`config.mk`:
```
export PLATFORM = sky130hd
export DESIGN_NAME = joystick_axis_calibrator
export DESIGN_NICKNAME = d
export VERILOG_FILES = /design/src/hw/rtl/jac_pkg.sv /design/src/hw/rtl/joystick_axis_calibrator.sv /design/src/hw/rtl/jac_front.sv /design/src/hw/rtl/jac_div_step.sv /design/src/hw/rtl/jac_result.sv
export SDC_FILE = /design/constraint.sdc
export NUM_CORES = 2
export LEC_CHECK = 0
export ABC_AREA = 1
export ABC_CLOCK_PERIOD_IN_PS = 72200
export BUFFER_PORTS_ARGS = -buffer_cell sky130_fd_sc_hd__buf_2
export CAP_MARGIN = 0
export CORE_AREA = 8 8 428 430
export DETAILED_ROUTE_END_ITERATION = 8
export DIE_AREA = 0 0 436 438
export PLACE_DENSITY = 0.6
export SYNTH_ARGS = -nofsm -noshare
export SYNTH_HDL_FRONTEND = slang
export SYNTH_SLANG_ARGS = --single-unit
```
`constraint.sdc`:
```
create_clock -name clk_i -period 72.2 [get_ports clk_i]
set_input_delay 10.83 -clock clk_i [delete_from_list [all_inputs] [get_ports clk_i]]
set_output_delay 10.83 -clock clk_i [all_outputs]
set_load 0.01 [all_outputs]
```
`src/hw/rtl/jac_pkg.sv`:
```
// shared constants and register index codes for the joystick axis calibrator
// no dependencies
`timescale 1ns / 1ps

package jac_pkg;

  localparam int OUT_W      = 16;
  localparam int Q_BITS     = OUT_W - 1;
  localparam int DIV_STEP   = 3;
  localparam int DIV_STAGES = Q_BITS / DIV_STEP;
  localparam int DZ_W       = 12;
  localparam int CFG_IDX_W  = 3;

  localparam int CAL_CENTER_RESET = 512;
  localparam int CAL_NSPAN_RESET  = 511;
  localparam int CAL_PSPAN_RESET  = 511;
  localparam int DZ_RESET         = 164;
  localparam int PRESS_RESET      = 900;

  typedef enum logic [CFG_IDX_W-1:0] {
    CFG_LEFT_H    = 3'd0,
    CFG_LEFT_V    = 3'd1,
    CFG_RIGHT_H   = 3'd2,
    CFG_RIGHT_V   = 3'd3,
    CFG_BYPASS    = 3'd4,
    CFG_DEAD_ZONE = 3'd5,
    CFG_PRESS_THR = 3'd6
  } cfg_idx_e;

endpackage

```
`src/hw/rtl/joystick_axis_calibrator.sv`:
```
// joystick axis calibrator, top level: config registers, stage valids and lanes
// pipeline: front stages, divider stages and result stages lie between an accepted word and out_valid_o
// throughput: one word per cycle unless out_stall_i holds the pipeline, set by the fully pipelined 15-bit divider
// reset clears stage valids and loads the config reset values; no clearing pass
// depends on jac_pkg, jac_front, jac_div_step, jac_result
`timescale 1ns / 1ps

module joystick_axis_calibrator import jac_pkg::*; #(
  parameter int SAMPLE_BITS = 10,
  parameter int FRAC_BITS   = 12
) (
  input  logic                     clk_i,
  input  logic                     rst_ni,
  input  logic                     cfg_valid_i,
  output logic                     cfg_ready_o,
  input  logic [CFG_IDX_W-1:0]     cfg_index_i,
  input  logic [3*SAMPLE_BITS-1:0] cfg_data_i,
  input  logic                     in_valid_i,
  output logic                     in_stall_o,
  input  logic [SAMPLE_BITS-1:0]   left_horizontal_raw_i,
  input  logic [SAMPLE_BITS-1:0]   left_vertical_raw_i,
  input  logic [SAMPLE_BITS-1:0]   right_horizontal_raw_i,
  input  logic [SAMPLE_BITS-1:0]   right_vertical_raw_i,
  output logic                     out_valid_o,
  input  logic                     out_stall_i,
  output logic signed [OUT_W-1:0]  left_x_o,
  output logic signed [OUT_W-1:0]  left_y_o,
  output logic                     left_pressed_o,
  output logic signed [OUT_W-1:0]  right_x_o,
  output logic signed [OUT_W-1:0]  right_y_o,
  output logic                     right_pressed_o
);

  localparam int CAL_W = 3 * SAMPLE_BITS;
  localparam int NST   = DIV_STAGES + 4;
  localparam logic [CAL_W-1:0] CAL_RESET_V = {SAMPLE_BITS'(CAL_PSPAN_RESET),
                                              SAMPLE_BITS'(CAL_NSPAN_RESET),
                                              SAMPLE_BITS'(CAL_CENTER_RESET)};

  logic [CAL_W-1:0]       cal_q [4];
  logic                   bypass_q;
  logic [DZ_W-1:0]        dz_q;
  logic [SAMPLE_BITS-1:0] press_q;

  logic [NST-1:0]         valid_q;
  logic [NST-1:0]         adv;
  logic [1:0]             pressed_q [NST];
  logic [1:0]             pressed_d;

  logic [SAMPLE_BITS-1:0] raw [4];

  logic                   neg_s  [DIV_STAGES+1][4];
  logic [SAMPLE_BITS-1:0] mag_s  [DIV_STAGES+1][4];
  logic [SAMPLE_BITS-1:0] span_s [DIV_STAGES+1][4];
  logic [SAMPLE_BITS-1:0] rem_s  [DIV_STAGES+1][4];
  logic [Q_BITS-1:0]      q_s    [DIV_STAGES+1][4];
  logic                   ovf_s  [DIV_STAGES+1][4];

  // config registers
  assign cfg_ready_o = 1'b1;

  always_ff @(posedge clk_i or negedge rst_ni) begin
    if (!rst_ni) begin
      for (int i = 0; i < 4; i++) begin
        cal_q[i] <= CAL_RESET_V;
      end
      bypass_q <= 1'b0;
      dz_q     <= DZ_W'(DZ_RESET);
      press_q  <= SAMPLE_BITS'(PRESS_RESET);
    end else if (cfg_valid_i && cfg_ready_o) begin
      case (cfg_idx_e'(cfg_index_i))
        CFG_LEFT_H:    cal_q[0] <= cfg_data_i;
        CFG_LEFT_V:    cal_q[1] <= cfg_data_i;
        CFG_RIGHT_H:   cal_q[2] <= cfg_data_i;
        CFG_RIGHT_V:   cal_q[3] <= cfg_data_i;
        CFG_BYPASS:    bypass_q <= cfg_data_i[0];
        CFG_DEAD_ZONE: dz_q     <= cfg_data_i[DZ_W-1:0];
        CFG_PRESS_THR: press_q  <= cfg_data_i[SAMPLE_BITS-1:0];
        default: begin
        end
      endcase
    end
  end

  // stage advance: a stage loads when empty or when its successor moves on
  always_comb begin
    adv[NST-1] = !valid_q[NST-1] || !out_stall_i;
    for (int k = NST - 2; k >= 0; k--) begin
      adv[k] = !valid_q[k] || adv[k+1];
    end
  end

  assign in_stall_o  = !adv[0];
  assign out_valid_o = valid_q[NST-1];

  always_ff @(posedge clk_i or negedge rst_ni) begin
    if (!rst_ni) begin
      valid_q <= '0;
    end else begin
      if (adv[0]) begin
        valid_q[0] <= in_valid_i;
      end
      for (int k = 1; k < NST; k++) begin
        if (adv[k]) begin
          valid_q[k] <= valid_q[k-1];
        end
      end
    end
  end

  // press flags ride a shift line alongside the axis lanes
  assign pressed_d = {right_vertical_raw_i > press_q, left_vertical_raw_i > press_q};

  always_ff @(posedge clk_i) begin
    if (adv[0]) begin
      pressed_q[0] <= pressed_d;
    end
    for (int k = 1; k < NST; k++) begin
      if (adv[k]) begin
        pressed_q[k] <= pressed_q[k-1];
      end
    end
  end

  assign left_pressed_o  = pressed_q[NST-1][0];
  assign right_pressed_o = pressed_q[NST-1][1];

  assign raw[0] = left_horizontal_raw_i;
  assign raw[1] = left_vertical_raw_i;
  assign raw[2] = right_horizontal_raw_i;
  assign raw[3] = right_vertical_raw_i;

  for (genvar l = 0; l < 4; l++) begin : g_lane
    jac_front #(
      .SAMPLE_BITS(SAMPLE_BITS),
      .FRAC_BITS  (FRAC_BITS),
      .NEGATE     (l % 2 == 0)
    ) u_front (
      .clk_i (clk_i),
      .en1_i (adv[0]),
      .en2_i (adv[1]),
      .raw_i (raw[l]),
      .cal_i (cal_q[l]),
      .neg_o (neg_s[0][l]),
      .mag_o (mag_s[0][l]),
      .span_o(span_s[0][l]),
      .rem_o (rem_s[0][l]),
      .ovf_o (ovf_s[0][l])
    );

    assign q_s[0][l] = '0;

    for (genvar s = 0; s < DIV_STAGES; s++) begin : g_div
      jac_div_step #(
        .SAMPLE_BITS(SAMPLE_BITS),
        .FRAC_BITS  (FRAC_BITS),
        .STAGE      (s)
      ) u_step (
        .clk_i (clk_i),
        .en_i  (adv[2+s]),
        .neg_i (neg_s[s][l]),
        .mag_i (mag_s[s][l]),
        .span_i(span_s[s][l]),
        .rem_i (rem_s[s][l]),
        .q_i   (q_s[s][l]),
        .ovf_i (ovf_s[s][l]),
        .neg_o (neg_s[s+1][l]),
        .mag_o (mag_s[s+1][l]),
        .span_o(span_s[s+1][l]),
        .rem_o (rem_s[s+1][l]),
        .q_o   (q_s[s+1][l]),
        .ovf_o (ovf_s[s+1][l])
      );
    end
  end

  jac_result #(
    .SAMPLE_BITS(SAMPLE_BITS)
  ) u_left (
    .clk_i      (clk_i),
    .en_a_i     (adv[NST-2]),
    .en_b_i     (adv[NST-1]),
    .bypass_i   (bypass_q),
    .dead_zone_i(dz_q),
    .x_neg_i    (neg_s[DIV_STAGES][0]),
    .x_mag_i    (mag_s[DIV_STAGES][0]),
    .x_q_i      (q_s[DIV_STAGES][0]),
    .x_ovf_i    (ovf_s[DIV_STAGES][0]),
    .y_neg_i    (neg_s[DIV_STAGES][1]),
    .y_mag_i    (mag_s[DIV_STAGES][1]),
    .y_q_i      (q_s[DIV_STAGES][1]),
    .y_ovf_i    (ovf_s[DIV_STAGES][1]),
    .x_o        (left_x_o),
    .y_o        (left_y_o)
  );

  jac_result #(
    .SAMPLE_BITS(SAMPLE_BITS)
  ) u_right (
    .clk_i      (clk_i),
    .en_a_i     (adv[NST-2]),
    .en_b_i     (adv[NST-1]),
    .bypass_i   (bypass_q),
    .dead_zone_i(dz_q),
    .x_neg_i    (neg_s[DIV_STAGES][2]),
    .x_mag_i    (mag_s[DIV_STAGES][2]),
    .x_q_i      (q_s[DIV_STAGES][2]),
    .x_ovf_i    (ovf_s[DIV_STAGES][2]),
    .y_neg_i    (neg_s[DIV_STAGES][3]),
    .y_mag_i    (mag_s[DIV_STAGES][3]),
    .y_q_i      (q_s[DIV_STAGES][3]),
    .y_ovf_i    (ovf_s[DIV_STAGES][3]),
    .x_o        (right_x_o),
    .y_o        (right_y_o)
  );

`ifndef SYNTH
  // input only stalls when every stage holds a word and the output is held
  a_stall_full: assert property (@(posedge clk_i) disable iff (!rst_ni)
    in_stall_o |-> ((&valid_q) && out_stall_i))
    else $error("input stalled with a free stage");

  // a taken output with an empty stage behind it leaves the output empty
  a_drain: assert property (@(posedge clk_i) disable iff (!rst_ni)
    (out_valid_o && !out_stall_i && !valid_q[NST-2]) |=> !out_valid_o)
    else $error("output word repeated");

  // a fresh output word always comes from the stage before it
  a_source: assert property (@(posedge clk_i) disable iff (!rst_ni)
    (!out_valid_o && !valid_q[NST-2]) |=> !out_valid_o)
    else $error("output word invented");
`endif

endmodule

```
`src/hw/rtl/jac_front.sv`:
```
// first two pipeline stages of one axis: centring, sign and span select,
// then the divider overflow check; uses jac_pkg
`timescale 1ns / 1ps

module jac_front import jac_pkg::*; #(
  parameter int SAMPLE_BITS = 10,
  parameter int FRAC_BITS   = 12,
  parameter bit NEGATE      = 1'b0
) (
  input  logic                     clk_i,
  input  logic                     en1_i,
  input  logic                     en2_i,
  input  logic [SAMPLE_BITS-1:0]   raw_i,
  input  logic [3*SAMPLE_BITS-1:0] cal_i,
  output logic                     neg_o,
  output logic [SAMPLE_BITS-1:0]   mag_o,
  output logic [SAMPLE_BITS-1:0]   span_o,
  output logic [SAMPLE_BITS-1:0]   rem_o,
  output logic                     ovf_o
);

  logic [SAMPLE_BITS-1:0] center, nspan, pspan, span_sel;
  logic                   neg1_d, neg1_q;
  logic [SAMPLE_BITS-1:0] mag1_d, mag1_q, span1_q;
  logic [SAMPLE_BITS-1:0] r0;

  assign center = cal_i[SAMPLE_BITS-1:0];
  assign nspan  = cal_i[2*SAMPLE_BITS-1:SAMPLE_BITS];
  assign pspan  = cal_i[3*SAMPLE_BITS-1:2*SAMPLE_BITS];

  // horizontal axes read negated
  always_comb begin
    if (NEGATE) begin
      neg1_d = raw_i > center;
    end else begin
      neg1_d = raw_i < center;
    end
    mag1_d   = (raw_i >= center) ? (raw_i - center) : (center - raw_i);
    span_sel = neg1_d ? nspan : pspan;
    if (span_sel == '0) begin
      span_sel = SAMPLE_BITS'(1);
    end
  end

  always_ff @(posedge clk_i) begin
    if (en1_i) begin
      neg1_q  <= neg1_d;
      mag1_q  <= mag1_d;
      span1_q <= span_sel;
    end
  end

  // top of the shifted dividend; the quotient overflows when it reaches the span
  assign r0 = mag1_q >> (Q_BITS - FRAC_BITS);

  always_ff @(posedge clk_i) begin
    if (en2_i) begin
      neg_o  <= neg1_q;
      mag_o  <= mag1_q;
      span_o <= span1_q;
      rem_o  <= r0;
      ovf_o  <= r0 >= span1_q;
    end
  end

endmodule

```
`src/hw/rtl/jac_div_step.sv`:
```
// one stage of the pipelined restoring divider, DIV_STEP quotient bits per stage
// uses jac_pkg
`timescale 1ns / 1ps

module jac_div_step import jac_pkg::*; #(
  parameter int SAMPLE_BITS = 10,
  parameter int FRAC_BITS   = 12,
  parameter int STAGE       = 0
) (
  input  logic                   clk_i,
  input  logic                   en_i,
  input  logic                   neg_i,
  input  logic [SAMPLE_BITS-1:0] mag_i,
  input  logic [SAMPLE_BITS-1:0] span_i,
  input  logic [SAMPLE_BITS-1:0] rem_i,
  input  logic [Q_BITS-1:0]      q_i,
  input  logic                   ovf_i,
  output logic                   neg_o,
  output logic [SAMPLE_BITS-1:0] mag_o,
  output logic [SAMPLE_BITS-1:0] span_o,
  output logic [SAMPLE_BITS-1:0] rem_o,
  output logic [Q_BITS-1:0]      q_o,
  output logic                   ovf_o
);

  localparam int TOP = Q_BITS - 1 - STAGE * DIV_STEP;

  logic [Q_BITS-1:0]      dvd;
  logic [SAMPLE_BITS:0]   r;
  logic [SAMPLE_BITS-1:0] rr;
  logic [Q_BITS-1:0]      qq;

  assign dvd = Q_BITS'({mag_i, {FRAC_BITS{1'b0}}});

  always_comb begin
    rr = rem_i;
    qq = q_i;
    r  = '0;
    for (int k = 0; k < DIV_STEP; k++) begin
      r = {rr, dvd[TOP-k]};
      if (r >= {1'b0, span_i}) begin
        r  = r - {1'b0, span_i};
        qq = {qq[Q_BITS-2:0], 1'b1};
      end else begin
        qq = {qq[Q_BITS-2:0], 1'b0};
      end
      rr = r[SAMPLE_BITS-1:0];
    end
  end

  always_ff @(posedge clk_i) begin
    if (en_i) begin
      neg_o  <= neg_i;
      mag_o  <= mag_i;
      span_o <= span_i;
      rem_o  <= rr;
      q_o    <= qq;
      ovf_o  <= ovf_i;
    end
  end

endmodule

```
`src/hw/rtl/jac_result.sv`:
```
// last two stages of one stick: sign, saturation and bypass select,
// then the dead zone and the output register; uses jac_pkg
`timescale 1ns / 1ps

module jac_result import jac_pkg::*; #(
  parameter int SAMPLE_BITS = 10
) (
  input  logic                    clk_i,
  input  logic                    en_a_i,
  input  logic                    en_b_i,
  input  logic                    bypass_i,
  input  logic [DZ_W-1:0]         dead_zone_i,
  input  logic                    x_neg_i,
  input  logic [SAMPLE_BITS-1:0]  x_mag_i,
  input  logic [Q_BITS-1:0]       x_q_i,
  input  logic                    x_ovf_i,
  input  logic                    y_neg_i,
  input  logic [SAMPLE_BITS-1:0]  y_mag_i,
  input  logic [Q_BITS-1:0]       y_q_i,
  input  logic                    y_ovf_i,
  output logic signed [OUT_W-1:0] x_o,
  output logic signed [OUT_W-1:0] y_o
);

  localparam int EW = (SAMPLE_BITS + 1 > OUT_W + 1) ? SAMPLE_BITS + 1 : OUT_W + 1;
  localparam logic signed [EW-1:0]    E_MAX = EW'(2 ** (OUT_W - 1) - 1);
  localparam logic signed [EW-1:0]    E_MIN = -E_MAX - EW'(1);
  localparam logic signed [OUT_W-1:0] O_MAX = OUT_W'(2 ** (OUT_W - 1) - 1);
  localparam logic signed [OUT_W-1:0] O_MIN = -O_MAX - OUT_W'(1);

  function automatic logic signed [OUT_W-1:0] axis_val(
    input logic                   neg,
    input logic [SAMPLE_BITS-1:0] mag,
    input logic [Q_BITS-1:0]      q,
    input logic                   ovf,
    input logic                   bypass
  );
    logic signed [EW-1:0]    e;
    logic signed [OUT_W-1:0] qs;
    logic signed [OUT_W-1:0] res;
    e  = signed'({{(EW - SAMPLE_BITS){1'b0}}, mag});
    qs = signed'({1'b0, q});
    if (neg) begin
      e  = -e;
      qs = -qs;
    end
    if (bypass) begin
      if (e > E_MAX) begin
        res = O_MAX;
      end else if (e < E_MIN) begin
        res = O_MIN;
      end else begin
        res = e[OUT_W-1:0];
      end
    end else if (ovf) begin
      res = neg ? O_MIN : O_MAX;
    end else begin
      res = qs;
    end
    return res;
  endfunction

  logic signed [OUT_W-1:0] xa_q, ya_q;
  logic [OUT_W:0]          ax, ay;
  logic                    zone;

  always_ff @(posedge clk_i) begin
    if (en_a_i) begin
      xa_q <= axis_val(x_neg_i, x_mag_i, x_q_i, x_ovf_i, bypass_i);
      ya_q <= axis_val(y_neg_i, y_mag_i, y_q_i, y_ovf_i, bypass_i);
    end
  end

  always_comb begin
    ax   = xa_q[OUT_W-1] ? -{xa_q[OUT_W-1], xa_q} : {xa_q[OUT_W-1], xa_q};
    ay   = ya_q[OUT_W-1] ? -{ya_q[OUT_W-1], ya_q} : {ya_q[OUT_W-1], ya_q};
    zone = !bypass_i && (ax < (OUT_W + 1)'(dead_zone_i))
                     && (ay < (OUT_W + 1)'(dead_zone_i));
  end

  always_ff @(posedge clk_i) begin
    if (en_b_i) begin
      x_o <= zone ? '0 : xa_q;
      y_o <= zone ? '0 : ya_q;
    end
  end

endmodule

```
==> flow_metrics.tcl <==
set metrics [dict create \
    fp-row-count 155 \
    cts_tree "done" \
    grt_max_degree 84 \
    antenna_found_initial 15 \
    portBuffers 145 \
    cts_buffers 136 \
    gp_congestion 0.920 \
    seq_area_frac_synth 0.443 \
    yosysWarningCount 0 \
    grt_first_pass_wirelength_um 331000 \
    multiInputGateArea_um2 39500 \
    final_common_cell "nand2_1" \
    max_slew_margin 0.144 \
    ys_ff_latch 1210 \
    async_reset_ff_frac 0.126 \
    htree_levels 4 \
    finalCritPeriodShare 0.372 \
    ant_nets 0 \
    yosysUniqueCellTypes 83 \
    syn_inst 9090 \
    final_cell_mix "nand2_1, inv_1, edfxtp_1" \
    synth-edff-count 1058 \
    min_path_type "flip-flop to flip-flop" \
    skew_ns 0.0353 \
    finalCriticalPeriod_ns 26.85 \
    fp.dieH_um 438 \
    vias_per_cell 5.26 \
    fp.coreArea_um2 177000 \
    final_max_slew_viol_count 0 \
    drc 0 \
    drv_cap 0 \
    vias 61507 \
    routed_wl_um 213000 \
    n_fill_cell 16561 \
    path_class "input pin to output pin" \
    grt_usage 0.217 \
    rsz0062_at_grt "false" \
    clk_pin_slew_ns 0.06 \
    avgRoutedWirePerCell_um 18.2 \
    chipWidth_um 436 \
    synth_ff_type "edfxtp_1" \
    io_pins 147 \
    cts_setup_buffers 0 \
    fin_nets 10077 \
    yosysTopAreaCell "edfxtp_1" \
    initial_core_util 0.455 \
    cts-resized-gates 0 \
    tightest_slew_ns 1.28 \
    syn_area_um2 80600 \
    drt_first_pass_iters 8 \
    status "complete, no violations" \
    max_freq_ghz 0.0372 \
    first_global_vias 58893 \
    synth_area_leaders "edfxtp_1, ha_1, nand2_1" \
    finalHoldViolCount 0 \
    setup-tns-final_ns 0 \
    crit_path_end_kind "output pin" \
    cts-hold-fix-buffers 0 \
    seqCellArea_um2 35700 \
    clk_latency_ns 0.80 \
    drt_iter0_drc 4437 \
    drive_gt1_frac 0.0876 \
    syn_to_final_growth_pct 9.37 \
    synthesis.area_per_instance_um2 8.86 \
    clock_sinks 1210 \
    syn_nets 9944 \
    worstPathMaxFanout 83 \
    final-setup-viol-count 0 \
    cts_buffer_depth 3 \
    yosysTopAreaCellShare 0.394 \
    arrival_ns 16.02 \
    grt_overflow_total 0 \
    hpwl_um 168000 \
    startpoint_type "input pin" \
    clock-root-buffer "clkbuf_16" \
    required_ns 61.37 \
    die_area_um2 191000 \
]
-- cells in the mapped netlist (12+ instances only) --
cell	count
o2111ai_1	19
xnor2_1	163
o211ai_1	23
o21a_1	47
nand2_2	43
nor2_2	13
a21oi_1	571
inv_2	58
o21ai_1	72
nor3_1	110
nand3_1	380
nand3_4	12
xor2_1	343
o21ai_0	544
a21o_1	42
clkinv_1	16
o221ai_1	16
dfstp_2	83
nand3_2	37
dfrtp_1	69
edfxtp_1	1058
fa_1	36
nand3b_1	26
a31o_2	13
nand2_1	2236
or2_2	72
o21bai_1	33
o31ai_1	17
a211oi_1	14
buf_2	43
buf_4	26
clkbuf_1	66
o21ai_2	48
nor2_1	511
a31oi_1	53
inv_1	1104
nand4_1	150
ha_1	740
buf_6	25
-- final cells by class --
| cell class | instances | share of cell area |
|---|---|---|
| flip-flops and latches | 1210 | 0.405 |
| well taps | 2355 | 0.0334 |
| multi-input cells | 6527 | 0.448 |
| clock buffers | 170 | 0.0406 |
| diodes | 3 | 0.0000852 |
| clock inverters | 78 | 0.0122 |
| repair buffers | 163 | 0.00984 |
| inverters | 1185 | 0.0510 |
-- routing by layer --
layer  track usage  part of all wire  wire length (µm)
met1         0.295              0.46             97900
met5             0                 0                 0
met2         0.362              0.47             99300
met4        0.0705             0.033              7130
met3        0.0253             0.042              8920
-- sequential cells by signal, indices dropped and copies added, names as in the netlist, 18 cells and up --
| register | flops |
|---|---|
| pressed_q | 18 |
| g_lane.u_front.span_o | 40 |
| g_lane.g_div.u_step.ovf_o | 20 |
| cal_q | 120 |
| g_lane.g_div.u_step.neg_o | 20 |
| g_lane.g_div.u_step.rem_o | 160 |
| g_lane.u_front.mag_o | 40 |
| g_lane.g_div.u_step.span_o | 160 |
| g_lane.u_front.mag1_q | 40 |
| g_lane.g_div.u_step.mag_o | 200 |
| g_lane.u_front.span1_q | 40 |
| g_lane.g_div.u_step.q_o | 180 |
-- worst paths after layout --
| check | startpoint | end | slack [ns] | cells after the start |
|---|---|---|---|---|
| worst max-delay path | out_stall_i | in_stall_o | 45.35 | 18 |
| worst min-delay path | g_lane[0].g_div[2].u_step.mag_o[9] | g_lane[0].g_div[3].u_step.mag_o[9] | 0.40 | 0 |
| worst max register to register | g_lane[3].g_div[1].u_step.span_o[1] | g_lane[3].g_div[2].u_step.rem_o[1] | 65.51 | 29 |
| worst min register to register | g_lane[0].g_div[2].u_step.mag_o[9] | g_lane[0].g_div[3].u_step.mag_o[9] | 0.40 | 0 |
| max in group asynchronous | rst_ni | valid_q[2] | 60.60 | 2 |
| min in group asynchronous | rst_ni | cal_q[98] | 10.08 | 1 |
-- cells by family after synthesis --
family / count (synthesis) / share of synthesized area
AO/OA/AOI/OAI: 1577 / 0.112
XOR/XNOR: 506 / 0.0550
adder cells (fa/ha/maj): 776 / 0.124
buffers and inverters: 1353 / 0.0676
flip-flops: 1210 / 0.443
multiplexers: 10 / 0.00134
other: 1 / 0.0000466
AND/OR/NAND/NOR: 3657 / 0.198
-- per-stage QoR --
step                      setup slack (ns)  instances  hold WS, ns  instance area [µm²]  utilization
after global routing                 44.68      11689        0.411                88100        0.498
final                                45.35      11691        0.404                88100        0.498
after global placement               44.97      11440        0.401                83400        0.472
after detailed placement             45.03      11440        0.405                83400        0.472
after floorplan                      29.66       9090        0.400                80600            -
after CTS                            45.02      11688        0.407                88100        0.498
-- worst max-delay path, cell delays in order --
cell and delay [ns]:
buf_2 0.11, nand2_4 0.25, nor2_1 0.09, inv_2 0.07
nor2_1 0.07, inv_4 0.54, nor2_1 0.21, inv_6 0.45
nor2_1 0.18, inv_6 0.39, nor2_1 0.18, inv_6 0.62
nor2_1 0.20, inv_6 0.53, nor2_1 0.24, nand2_4 0.56
inv_1 0.21, buf_2 0.20
Power is left out: the tool's default activity adds up to more than one toggle a clock period on the data nets, which glitch-free logic cannot reach.
